**src/design/uart_tx_rx_ring_buffers_unit_defines.svh**
```systemverilog
// Assertion macros shared by the ring buffer unit RTL.
`ifndef UART_TX_RX_RING_BUFFERS_UNIT_DEFINES_SVH
`define UART_TX_RX_RING_BUFFERS_UNIT_DEFINES_SVH

// Same-cycle implication, checked on every clk edge outside reset.
`define UTRB_ASSERT_IMPL(lbl, ante, cons) \
  lbl: assert property (@(posedge clk) disable iff (!rst_n) (ante) |-> (cons)) \
    else $error("utrb assertion failed");

// Next-cycle implication, checked on every clk edge outside reset.
`define UTRB_ASSERT_NEXT(lbl, ante, cons) \
  lbl: assert property (@(posedge clk) disable iff (!rst_n) (ante) |=> (cons)) \
    else $error("utrb assertion failed");

`endif

```
**src/design/utrb_pkg.sv**
```systemverilog
// Types, constants and helpers for the UART ring buffer unit.
package utrb_pkg;

  localparam int DEPTH = 128;
  localparam int PTR_W = $clog2(DEPTH);

  typedef logic [PTR_W-1:0] ptr_t;

  localparam ptr_t LAST_POS = ptr_t'(DEPTH - 1);

  typedef enum logic [1:0] {
    CMD_SEND = 2'd0,
    CMD_READ = 2'd1,
    CMD_TICK = 2'd2,
    CMD_RECV = 2'd3
  } cmd_t;

  typedef struct packed {
    cmd_t       command;
    logic [7:0] in_byte;
  } in_item_t;

  typedef struct packed {
    logic       out_valid;
    logic [7:0] out_byte;
    logic       send_space;
    logic       send_request;
    logic [7:0] overflow_count;
    logic       send_refused;
  } out_item_t;

  // Memory requests from the pointer logic, one per accepted transaction
  typedef struct packed {
    logic       tx_we;
    ptr_t       tx_waddr;
    logic       tx_re;
    ptr_t       tx_raddr;
    logic       rx_we;
    ptr_t       rx_waddr;
    logic       rx_re;
    ptr_t       rx_raddr;
    logic [7:0] wdata;
  } mem_req_t;

  // Status after the step; byte comes later from the memory read
  typedef struct packed {
    logic       pop_tx;
    logic       pop_rx;
    logic       send_space;
    logic       send_request;
    logic [7:0] overflow_count;
    logic       send_refused;
  } step_info_t;

  function automatic ptr_t ptr_inc(input ptr_t p);
    return (p == LAST_POS) ? '0 : p + ptr_t'(1);
  endfunction

endpackage

```
**src/design/utrb_ram.sv**
```systemverilog
// Generic single-write, single-read synchronous RAM with registered read data.
module utrb_ram #(
  parameter int DEPTH_P = 128,
  parameter int WIDTH_P = 8
) (
  input  logic                       clk,
  input  logic                       we,
  input  logic [$clog2(DEPTH_P)-1:0] waddr,
  input  logic [WIDTH_P-1:0]         wdata,
  input  logic                       re,
  input  logic [$clog2(DEPTH_P)-1:0] raddr,
  output logic [WIDTH_P-1:0]         rdata
);

  logic [WIDTH_P-1:0] mem [DEPTH_P];
  logic [WIDTH_P-1:0] rdata_r;

  always_ff @(posedge clk) begin
    if (we) begin
      mem[waddr] <= wdata;
    end
  end

  always_ff @(posedge clk) begin
    if (re) begin
      rdata_r <= mem[raddr];
    end
  end

  assign rdata = rdata_r;

endmodule

```
**src/design/utrb_ctrl.sv**
```systemverilog
// Ring pointers, request flag and overflow counter for both buffers.
`include "uart_tx_rx_ring_buffers_unit_defines.svh"

module utrb_ctrl import utrb_pkg::*; (
  input  logic       clk,
  input  logic       rst_n,
  input  logic       acc,
  input  in_item_t   item,
  output mem_req_t   mem_req,
  output step_info_t step
);

  ptr_t       tx_wp_r, tx_wp_nxt;
  ptr_t       tx_rp_r, tx_rp_nxt;
  ptr_t       rx_wp_r, rx_wp_nxt;
  ptr_t       rx_rp_r, rx_rp_nxt;
  logic [7:0] drop_r, drop_nxt;
  logic       req_r, req_nxt;

  always_ff @(posedge clk) begin
    if (!rst_n) begin
      tx_wp_r <= '0;
      tx_rp_r <= '0;
      rx_wp_r <= '0;
      rx_rp_r <= '0;
      drop_r  <= '0;
      req_r   <= 1'b0;
    end else begin
      tx_wp_r <= tx_wp_nxt;
      tx_rp_r <= tx_rp_nxt;
      rx_wp_r <= rx_wp_nxt;
      rx_rp_r <= rx_rp_nxt;
      drop_r  <= drop_nxt;
      req_r   <= req_nxt;
    end
  end

  always_comb begin
    tx_wp_nxt = tx_wp_r;
    tx_rp_nxt = tx_rp_r;
    rx_wp_nxt = rx_wp_r;
    rx_rp_nxt = rx_rp_r;
    drop_nxt  = drop_r;
    req_nxt   = req_r;

    mem_req          = '0;
    mem_req.tx_waddr = tx_wp_r;
    mem_req.tx_raddr = tx_rp_r;
    mem_req.rx_waddr = rx_wp_r;
    mem_req.rx_raddr = rx_rp_r;
    mem_req.wdata    = item.in_byte;

    step = '0;

    if (acc) begin
      case (item.command)
        CMD_SEND: begin
          if (ptr_inc(tx_wp_r) == tx_rp_r) begin
            step.send_refused = 1'b1;  // full: drop, flag untouched
          end else begin
            mem_req.tx_we = 1'b1;
            tx_wp_nxt     = ptr_inc(tx_wp_r);
            req_nxt       = 1'b1;
          end
        end
        CMD_READ: begin
          if (rx_wp_r != rx_rp_r) begin
            mem_req.rx_re = 1'b1;
            step.pop_rx   = 1'b1;
            rx_rp_nxt     = ptr_inc(rx_rp_r);
          end
        end
        CMD_TICK: begin
          if (tx_wp_r != tx_rp_r) begin
            mem_req.tx_re = 1'b1;
            step.pop_tx   = 1'b1;
            tx_rp_nxt     = ptr_inc(tx_rp_r);
          end
          if (tx_wp_r == tx_rp_nxt) begin
            req_nxt = 1'b0;
          end
        end
        CMD_RECV: begin
          if (ptr_inc(rx_wp_r) == rx_rp_r) begin
            drop_nxt = drop_r + 8'd1;
          end else begin
            mem_req.rx_we = 1'b1;
            rx_wp_nxt     = ptr_inc(rx_wp_r);
          end
        end
        default: begin
        end
      endcase
    end

    step.send_space     = (ptr_inc(tx_wp_nxt) != tx_rp_nxt);
    step.send_request   = req_nxt;
    step.overflow_count = drop_nxt;
  end

  // Request flag tracks transmit occupancy exactly
  `UTRB_ASSERT_IMPL(a_req_tracks_tx, 1'b1, req_r == (tx_wp_r != tx_rp_r))
  // A refused send leaves the transmit side alone
  `UTRB_ASSERT_NEXT(a_refused_no_change, step.send_refused, $stable(tx_wp_r) && $stable(req_r))
  // Pops only from a non-empty buffer
  `UTRB_ASSERT_IMPL(a_rx_pop_nonempty, mem_req.rx_re, rx_wp_r != rx_rp_r)

endmodule

```
**src/design/uart_tx_rx_ring_buffers_unit.sv**
```systemverilog
// Top level: CPU-side and line-side ring buffer pair, one result per transaction.
//
// Two byte FIFOs of DEPTH entries (DEPTH-1 usable, one slot kept free).
// Each input transaction carries a command: CPU send pushes into the
// transmit FIFO (refused and flagged when full), CPU read pops the receive
// FIFO, a transmitter-ready tick pops the transmit FIFO and drops the
// request once it is empty, and a line byte pushes into the receive FIFO
// (dropped when full, counted in a wrapping 8-bit overflow counter).
// Every input transaction yields exactly one output transaction carrying
// the popped byte (zero when nothing was popped) and the status after the
// step. Throughput is one transaction per cycle while the output is not
// stalled. The result is registered first by the FIFO RAM read stage,
// then by the output register. Storage is two synchronous RAMs with no
// reset; no clearing pass is needed since an entry is only read after
// being written.
`include "uart_tx_rx_ring_buffers_unit_defines.svh"

module uart_tx_rx_ring_buffers_unit import utrb_pkg::*; (
  input  logic      clk,
  input  logic      rst_n,
  input  logic      in_valid,
  output logic      in_stall,
  input  in_item_t  in_data,
  output logic      out_valid,
  input  logic      out_stall,
  output out_item_t out_data
);

  logic       acc;
  logic       out_adv;
  mem_req_t   mem_req;
  step_info_t step;
  logic [7:0] tx_rdata;
  logic [7:0] rx_rdata;

  // Stage 1: transaction accepted, RAM read in flight
  logic       pend_valid_r, pend_valid_nxt;
  step_info_t pend_r;

  // Stage 2: output register
  logic       out_valid_r, out_valid_nxt;
  out_item_t  out_data_r;
  out_item_t  out_build;

  // Output stage can take a new transaction when empty or draining.
  assign out_adv  = !out_valid_r || !out_stall;
  // Hold input only while the RAM-read stage is stuck behind the output.
  assign in_stall = pend_valid_r && !out_adv;
  assign acc      = in_valid && !in_stall;

  utrb_ctrl u_ctrl (
    .clk     (clk),
    .rst_n   (rst_n),
    .acc     (acc),
    .item    (in_data),
    .mem_req (mem_req),
    .step    (step)
  );

  // RAM read data only changes on a new accept, so it holds while stalled.
  utrb_ram #(.DEPTH_P(DEPTH), .WIDTH_P(8)) u_tx_ram (
    .clk   (clk),
    .we    (mem_req.tx_we),
    .waddr (mem_req.tx_waddr),
    .wdata (mem_req.wdata),
    .re    (mem_req.tx_re),
    .raddr (mem_req.tx_raddr),
    .rdata (tx_rdata)
  );

  utrb_ram #(.DEPTH_P(DEPTH), .WIDTH_P(8)) u_rx_ram (
    .clk   (clk),
    .we    (mem_req.rx_we),
    .waddr (mem_req.rx_waddr),
    .wdata (mem_req.wdata),
    .re    (mem_req.rx_re),
    .raddr (mem_req.rx_raddr),
    .rdata (rx_rdata)
  );

  always_comb begin
    pend_valid_nxt = pend_valid_r;
    if (acc) begin
      pend_valid_nxt = 1'b1;
    end else if (out_adv) begin
      pend_valid_nxt = 1'b0;
    end

    out_valid_nxt = out_adv ? pend_valid_r : out_valid_r;

    out_build                = '0;
    out_build.out_valid      = pend_r.pop_tx || pend_r.pop_rx;
    out_build.out_byte       = pend_r.pop_tx ? tx_rdata :
                               pend_r.pop_rx ? rx_rdata : 8'd0;
    out_build.send_space     = pend_r.send_space;
    out_build.send_request   = pend_r.send_request;
    out_build.overflow_count = pend_r.overflow_count;
    out_build.send_refused   = pend_r.send_refused;
  end

  always_ff @(posedge clk) begin
    if (!rst_n) begin
      pend_valid_r <= 1'b0;
      out_valid_r  <= 1'b0;
    end else begin
      pend_valid_r <= pend_valid_nxt;
      out_valid_r  <= out_valid_nxt;
    end
  end

  always_ff @(posedge clk) begin
    if (acc) begin
      pend_r <= step;
    end
    if (out_adv && pend_valid_r) begin
      out_data_r <= out_build;
    end
  end

  assign out_valid = out_valid_r;
  assign out_data  = out_data_r;

  // Stall only arises with a transaction waiting for the output stage
  `UTRB_ASSERT_IMPL(a_stall_needs_pend, in_stall, pend_valid_r && out_valid_r)
  // A popped byte comes from exactly one FIFO
  `UTRB_ASSERT_IMPL(a_one_pop, pend_valid_r, !(pend_r.pop_tx && pend_r.pop_rx))
  // No byte reported without a pop
  `UTRB_ASSERT_IMPL(a_zero_byte, out_valid_r && !out_data_r.out_valid, out_data_r.out_byte == 8'd0)

endmodule
```
**config.mk**
```make
export PLATFORM = sky130hd
export DESIGN_NAME = uart_tx_rx_ring_buffers_unit
export DESIGN_NICKNAME = d
export VERILOG_FILES = /design/src/design/utrb_pkg.sv /design/src/design/utrb_ram.sv /design/src/design/utrb_ctrl.sv /design/src/design/uart_tx_rx_ring_buffers_unit.sv
export VERILOG_INCLUDE_DIRS = /design/src /design/src/design
export SDC_FILE = /design/constraint.sdc
export NUM_CORES = 2
export LEC_CHECK = 0
export ABC_AREA = 0
export BUFFER_PORTS_ARGS = -buffer_cell sky130_fd_sc_hd__buf_2
export CAP_MARGIN = 20
export CELL_PAD_IN_SITES_DETAIL_PLACEMENT = 0
export CELL_PAD_IN_SITES_GLOBAL_PLACEMENT = 1
export CORE_MARGIN = 10
export CORE_UTILIZATION = 35
export DETAILED_ROUTE_END_ITERATION = 8
export PLACE_DENSITY_LB_ADDON = 0.1
export SYNTH_ARGS = -nofsm -noshare
export SYNTH_HDL_FRONTEND = slang
export SYNTH_SLANG_ARGS = --single-unit
```
**constraint.sdc**
```tcl
create_clock -name clk -period 10.3 [get_ports clk]
set_clock_uncertainty 0.2 [all_clocks]
set_input_delay 0.515 -clock clk [delete_from_list [all_inputs] [get_ports clk]]
set_output_delay 0.515 -clock clk [all_outputs]
set_load 0.1 [all_outputs]
```
Yosys cells after proc, flatten, opt, wreduce, memory -nomap -nowiden. Memory sizes are Yosys's and may differ from the RTL's. A register that Yosys moved wholly into a read port is not among the register bits. Index checks and enable logic that the tools add are counted.

Add/subtract/negate cells: 6. Eq/ne operators: 14. Multiplexer cells: 41. Bitwise operators: 1. Reduce and logical (&&, ||, !) cells: 13.

Operator list (count): 7-bit two-way mux (13); 8-bit two-way mux (5); 7-bit by 1-bit adder with 7-bit output (second input constant) (5); 7-bit equality test (second input constant) (5); 1-bit two-way mux (22); 7-bit equality test (3); 7-bit inequality test (3); 8-bit by 1-bit adder with 8-bit output (second input constant) (1); 3-bit AND reduction (2); 2-bit equality test (second input constant) (2); 1-bit logical NOT (4); 1-bit logical AND (3); 2-bit by 1-bit equality test with 1-bit output (second input constant) (1); 2-bit logical NOT (1); 1-bit logical OR (2); 1-bit one-hot mux with 2 select lines (1); 2-bit nonzero test (1); 1-bit NOT (1).

Flip-flop bits (word level): 72. Bits in writable memories: 2048. Input port bits: 14. Output and inout port bits: 22. Word-level logic and storage cells: 97. Memories kept: 2.

Memories: u_rx_ram.mem (words 128, width 8, rd ports 1, clocked after memory_dff 1, wr ports 1, line utrb_ram.sv:15) `logic [WIDTH_P-1:0] mem [DEPTH_P];`; u_tx_ram.mem (words 128, width 8, rd ports 1, clocked after memory_dff 1, wr ports 1, line utrb_ram.sv:15).

Longest topological paths before layout.
Depth after elaboration: 11. Depth in mapped cells: 20. Depth with buffers taken out: 17.

Modules after synthesis. A second synthesis with hierarchy kept.

Cell total of the unflattened synthesis: 3706. Area total of the unflattened synthesis: 83737.8 um^2.

Modules (own cells, without submodules): utrb_ram (times used 2, cells an instance 1635, area an instance 39745.6 um^2, seq. area each 30989.7 um^2); utrb_ctrl (times used 1, cells an instance 381, area an instance 3064.2 um^2, seq. area each 740.7 um^2); uart_tx_rx_ring_buffers_unit (times used 1, cells an instance 55, area an instance 1182.4 um^2, seq. area each 1031.0 um^2).

Worst setup path after synthesis. No wires, ideal clock.

Path kind: reg-to-reg. From: reg out_valid_r, in the netlist out_valid. To: reg pend_r (netlist bit out_build[10]) (data pin). Setup time: 273 ps. Arrival time: 3682 ps. Required time: 9827 ps. Path slack: 6145 ps. Cell stages (with the launch flop): 18. Buffers on the path: 2. Period minus slack after synthesis: 4155 ps. Cell sequence: dfxtp_1 > nand3_1 > and2_1 > clkbuf_1 > nand2_1 > nor2_1 > buf_2 > mux2i_2 > inv_1 > ha_1 > nand2_1 > nor2_1 > nand2_1 > a21oi_1 > a41oi_1 > o22ai_1 > a211oi_1 > nand4_1.

RTL lines: start: declaration (line uart_tx_rx_ring_buffers_unit.sv:41) `logic out_valid_r, out_valid_nxt;`; start signal: assignment (line uart_tx_rx_ring_buffers_unit.sv:107) `out_valid_r <= out_valid_nxt;`; end signal: assignment (line uart_tx_rx_ring_buffers_unit.sv:113) `pend_r <= step;`; end: declaration (line uart_tx_rx_ring_buffers_unit.sv:38) `step_info_t pend_r;`.

Worst setup path after layout.
From: reg u_ctrl.tx_wp_r[0]. To: mem u_tx_ram.mem[77][0] (enable).

Word-level cells in the longest chain between the ends: 8. Elaborated cells between the ends (all ways): 9. Classes of those cells: add/sub: 1; eq/ne: 2; mux: 6.

RTL lines: start: declaration (line utrb_ctrl.sv:13) `ptr_t tx_wp_r, tx_wp_nxt;`; start signal: assignment (line utrb_ctrl.sv:29) `tx_wp_r <= tx_wp_nxt;`; 7-bit by 1-bit adder with 7-bit output or 7-bit equality test (tied branches) (line utrb_pkg.sv:56) `return (p == LAST_POS) ? '0 : p + ptr_t'(1);`; 7-bit two-way mux (line utrb_pkg.sv:56); 7-bit equality test (line utrb_ctrl.sv:58) `if (ptr_inc(tx_wp_r) == tx_rp_r) begin`; 1-bit two-way mux (line utrb_ctrl.sv:58); 1-bit two-way mux (line utrb_ctrl.sv:56) `case (item.command)`; 1-bit two-way mux (line utrb_ctrl.sv:55) `if (acc) begin`; 1-bit two-way mux (line utrb_ram.sv:19) `if (we) begin`; 1-bit two-way mux (implied by the code) (line utrb_ram.sv:20) `mem[waddr] <= wdata;`; end: declaration (line utrb_ram.sv:15).

Several ways; a longest one is shown, not always the timed one.

==> summary by stage <==
Global route
After global routing the overflow that remains totals 0. The number of antenna violations at the first check in global routing came to 2. The total routing usage reported by global routing is 0.166. The wire length of the first global-routing pass is 312000 µm.

Entering global routing, the biggest net connects 127 pins. The number of global-route vias before repair is 39900.

Clocking
No sink is reached through more buffers than the 3 on the longest clock path. The CTS tree is yes. Counting every sink on the clock net gives between 2000 and 2500.

The cell at the root of the clock tree is sky130_fd_sc_hd__clkbuf_16. Buffers inserted to repair hold after CTS numbered 7. The total clock buffers created by CTS is ~220. After clock tree synthesis, the repair step resized 0 gates. The clock slew at the register clock pins of the worst setup and hold paths is 0.06 ns. The count of buffers added by post-CTS timing repair for setup is 0.

The later pin in the worst-skew pair is clocked with a latency of 0.85 ns. The number of levels the H-tree was split into is 4.

Hold path
The min-delay analysis places its worst path in the category primary input to register.

Setup path
The data arrival time at the worst-slack endpoint is 6.17 ns. The endpoint kind of the worst setup timing path is a register. The startpoint type of the worst setup path is a register. The critical path class is register to register. The data required time at the worst endpoint is 10.57 ns.

Of all nets on the critical path, the largest fanout is 19.

Die
The full die area is approximately 260000 µm². The die is 509 µm tall. The core outline area is 238000 µm². 36 I/O pins were placed. The number of standard-cell rows in the floorplan is approximately 180. The horizontal die dimension is 509 µm. The initial cell density of the core is 0.352.

Yosys
For this run, the register share of the synthesized area comes to 0.760. The post-synth net total is 3746. Yosys mapped a number of flops with a built-in enable equal to 2097. The area share of the largest cell type after synthesis is 0.751. The compound-cell area share of the yosys netlist is 0.00773. After synthesis the netlist holds a flip-flop and latch count of 2136. The total number of yosys warnings is 0. Yosys attributes the largest share of cell area to sky130_fd_sc_hd__edfxtp_1, sky130_fd_sc_hd__mux4_2, sky130_fd_sc_hd__nor2_1. The unique cell type count in the Yosys netlist is 74.

The most used flip-flop cell after synthesis is sky130_fd_sc_hd__edfxtp_1. Synthesis produced a netlist whose cell count is 3726. The library cell occupying the most area in the post-synthesis netlist is sky130_fd_sc_hd__edfxtp_1. Of the total synthesized cell area, the portion taken by AND, OR, NAND and NOR gates is 0.0277. The adder-cell share of the synthesized area is 0.000895.

The post-synthesis share of cell area spent on xor and xnor gates is 0.00625. The cell area that synthesis handed to floorplanning was 83800 µm². Averaged over all synthesized cells, the footprint is roughly 23 µm².

The mux contribution to synthesized area is 0.184. By area, the combinational part of the netlist is dominated by multiplexers. Counting flops with an async set or reset pin after synthesis yields a share of 0.

Timing
The final number of hold-violating endpoints is 4. After layout, the minimum clock period comes to ~5.9 ns. The tightest hold path in the finished design has a slack of -0.0153 ns.

The final count of negative-setup-slack endpoints is 0. The final worst-path cycle share is 0.573. Measured against its own limit, the worst slew margin works out to 0.207. Adding up every negative setup slack in the final design gives 0 ns. Based on the critical path, the design can be clocked at up to around 0.17 GHz. For the pin with the worst max-slew slack, the measured transition is 1.19 ns.

The max-slew violation count is 0. Setup repair after global routing left no endpoint under its margin.

Finish
After the last flow step, the layout net total stands at around 3900. The most frequent standard cell in the layout excluding fill and tap cells is sky130_fd_sc_hd__edfxtp_1. The fill cell instance count of the final layout is 21100. Once layout is complete, the utilization of the core stands at 0.398. Of the cells placed in the final design, the portion with a size suffix greater than 1 is 0.278. The synthesis-to-finish area growth is 13.0%.

The area of combinational cells with multiple inputs is 19000 µm². In the layout the commonest cells are sky130_fd_sc_hd__edfxtp_1, sky130_fd_sc_hd__mux4_2, sky130_fd_sc_hd__nor2_1, sky130_fd_sc_hd__clkbuf_16, sky130_fd_sc_hd__clkbuf_1. The combined flip-flop and latch cell area is 63800 µm².

Detailed routing
The post-detailed-routing wire length is 217000 µm. After the first detailed-routing iteration, the DRC count stood at ~3400. Using the TritonRoute via totals, the vias-per-cell ratio works out to 5.26. The first detailed-routing pass ran for 5 iterations. Summing over every cut layer, the via total after detailed routing is 37800. The detail route stage leaves a number of antenna-violating nets equal to 0. The average wire per standard cell is 30.1 µm. In the routed design, unresolved DRC markers number 0.

Power
Internal power comes to approximately 14 mW. The power per cell area is between 150 and 200 nW/µm². The share of total power dissipated in the clock network is 0.440. The share of total power dissipated in combinational logic is 0.020. The analysis attributes to net switching a power of 3.65 mW.

The fraction of power spent switching nets is 0.206. Summed over all cells, the static leakage comes to 27.7 nW. The share of total power dissipated in sequential elements is 0.540. The largest vdd supply drop is 0.152 mV.

Run
Max-cap violations in this run came to 0.

Place
The last weighted congestion value of the routability-driven placer is 0.756. The HPWL reported at the end of detailed placement is 130000 µm. The total of buffers placed on input and output ports is 35.

Outcome
The checks that failed: negative hold slack. The run finished, with violations left.
[state kept, by name, summed over array words and instances, names as in the netlist]
| signal | cells |
|---|---|
| u_rx_ram.mem | 1024 |
| u_tx_ram.rdata | 8 |
| u_ctrl.tx_wp_r | 7 |
| u_rx_ram.rdata | 8 |
| u_ctrl.req_r | 1 |
| pend_valid_r | 1 |
| u_ctrl.rx_wp_r | 7 |
| out_data | 20 |
| out_build | 11 |
| pend_r | 2 |
| u_ctrl.tx_rp_r | 7 |
| u_ctrl.drop_r | 8 |
| u_tx_ram.mem | 1024 |
| out_valid | 1 |
| u_ctrl.rx_rp_r | 7 |
[power groups by stage]
stage | logic (mW) | registers [mW] | clock network [mW]
4_1_cts | 0.371 | 9.56 | 8.02
3_3_place_gp | 0.366 | 9.74 | 0
5_1_grt | 0.384 | 9.56 | 8.38
6_report | 0.355 | 9.56 | 7.80
2_1_floorplan | 0.113 | 9.77 | 0
3_5_place_dp | 0.370 | 9.74 | 0
[through the flow]
stage	cell area (µm²)	setup WS, ns	std cells	power (mW)	hold WS, ns
6_report	94700	4.40	7191	17.7	-0.0153
5_1_grt	94700	4.13	7190	18.3	0.0146
4_1_cts	94700	4.50	7188	18.0	0.00352
3_5_place_dp	87600	4.52	6765	10.1	0.206
3_3_place_gp	87600	4.47	6762	10.1	0.209
2_1_floorplan	83800	6.14	3726	9.88	0.200
[area by class of cell]
cell class              count  area share
flip-flops and latches   2136       0.673
multi-input cells        1354       0.201
clock buffers             291      0.0625
well taps                3167      0.0418
clock inverters           125      0.0114
repair buffers            104     0.00921
inverters                  11    0.000436
diodes                      3   0.0000793
[synth_stat cells (5+ instances only)]
library cell                  n
sky130_fd_sc_hd__edfxtp_1  2097
sky130_fd_sc_hd__mux4_2     672
sky130_fd_sc_hd__nor2_1     293
sky130_fd_sc_hd__clkbuf_1   121
sky130_fd_sc_hd__nand2_1     60
sky130_fd_sc_hd__buf_2       58
sky130_fd_sc_hd__dfxtp_1     39
sky130_fd_sc_hd__xnor2_1     31
sky130_fd_sc_hd__buf_1       29
sky130_fd_sc_hd__and2_1      28
sky130_fd_sc_hd__nand3_1     25
sky130_fd_sc_hd__nor2b_1     20
sky130_fd_sc_hd__xor2_1      20
sky130_fd_sc_hd__mux2_2      19
sky130_fd_sc_hd__a21oi_1     12
sky130_fd_sc_hd__nand4_1     12
sky130_fd_sc_hd__o21ai_0     11
sky130_fd_sc_hd__and3_1      10
sky130_fd_sc_hd__buf_6       10
sky130_fd_sc_hd__inv_1       10
sky130_fd_sc_hd__mux2i_1     10
sky130_fd_sc_hd__a22o_1       9
sky130_fd_sc_hd__nor3_1       8
sky130_fd_sc_hd__buf_4        7
sky130_fd_sc_hd__a211oi_1     6
sky130_fd_sc_hd__ha_1         6
sky130_fd_sc_hd__nand2b_1     6
sky130_fd_sc_hd__nor3b_1      5
sky130_fd_sc_hd__nor4_1       5
[metal layers]
metal / wire [µm] / part of all wire / GRT usage
met1: 98800 / 0.46 / 0.237
met2: 107000 / 0.49 / 0.276
met3: 7340 / 0.034 / 0.0238
met4: 3450 / 0.016 / 0.0291
met5: 0 / 0 / 0
[worst paths after layout]
check	from	to	slack [ns]	cells past startpoint
worst max-delay path	u_ctrl.tx_wp_r[0]	u_tx_ram.mem[77][0]	4.40	8
worst min-delay path	in_data[3]	u_rx_ram.mem[26][3]	-0.02	1
worst max register to register	u_ctrl.tx_wp_r[0]	u_tx_ram.mem[77][0]	4.40	8
worst min register to register	out_build[1]	out_data[1]	0.22	0
[cells by family (layout without fill, tap and decap cells)]
| kind of cell | Yosys count | in the layout |
|---|---|---|
| XOR/XNOR | 55 | 55 |
| AND/OR/NAND/NOR | 506 | 506 |
| buffers and inverters | 236 | 531 |
| adder cells (fa/ha/maj) | 6 | 6 |
| multiplexers | 702 | 702 |
| other | 0 | 3 |
| flip-flops | 2136 | 2136 |
| AO/OA/AOI/OAI | 85 | 85 |
[critical path, cell delays in order, from the launching register on]
cell and delay [ns]:
sky130_fd_sc_hd__dfxtp_1 0.77, sky130_fd_sc_hd__ha_1 0.50, sky130_fd_sc_hd__nand2_1 0.22, sky130_fd_sc_hd__o31a_1 0.35, sky130_fd_sc_hd__o32ai_1 0.28, sky130_fd_sc_hd__and4b_1 0.40
sky130_fd_sc_hd__nor2_1 0.71, sky130_fd_sc_hd__nand3_2 1.08, sky130_fd_sc_hd__nor2_1 1.00
(Power assumes the default switching activity.)
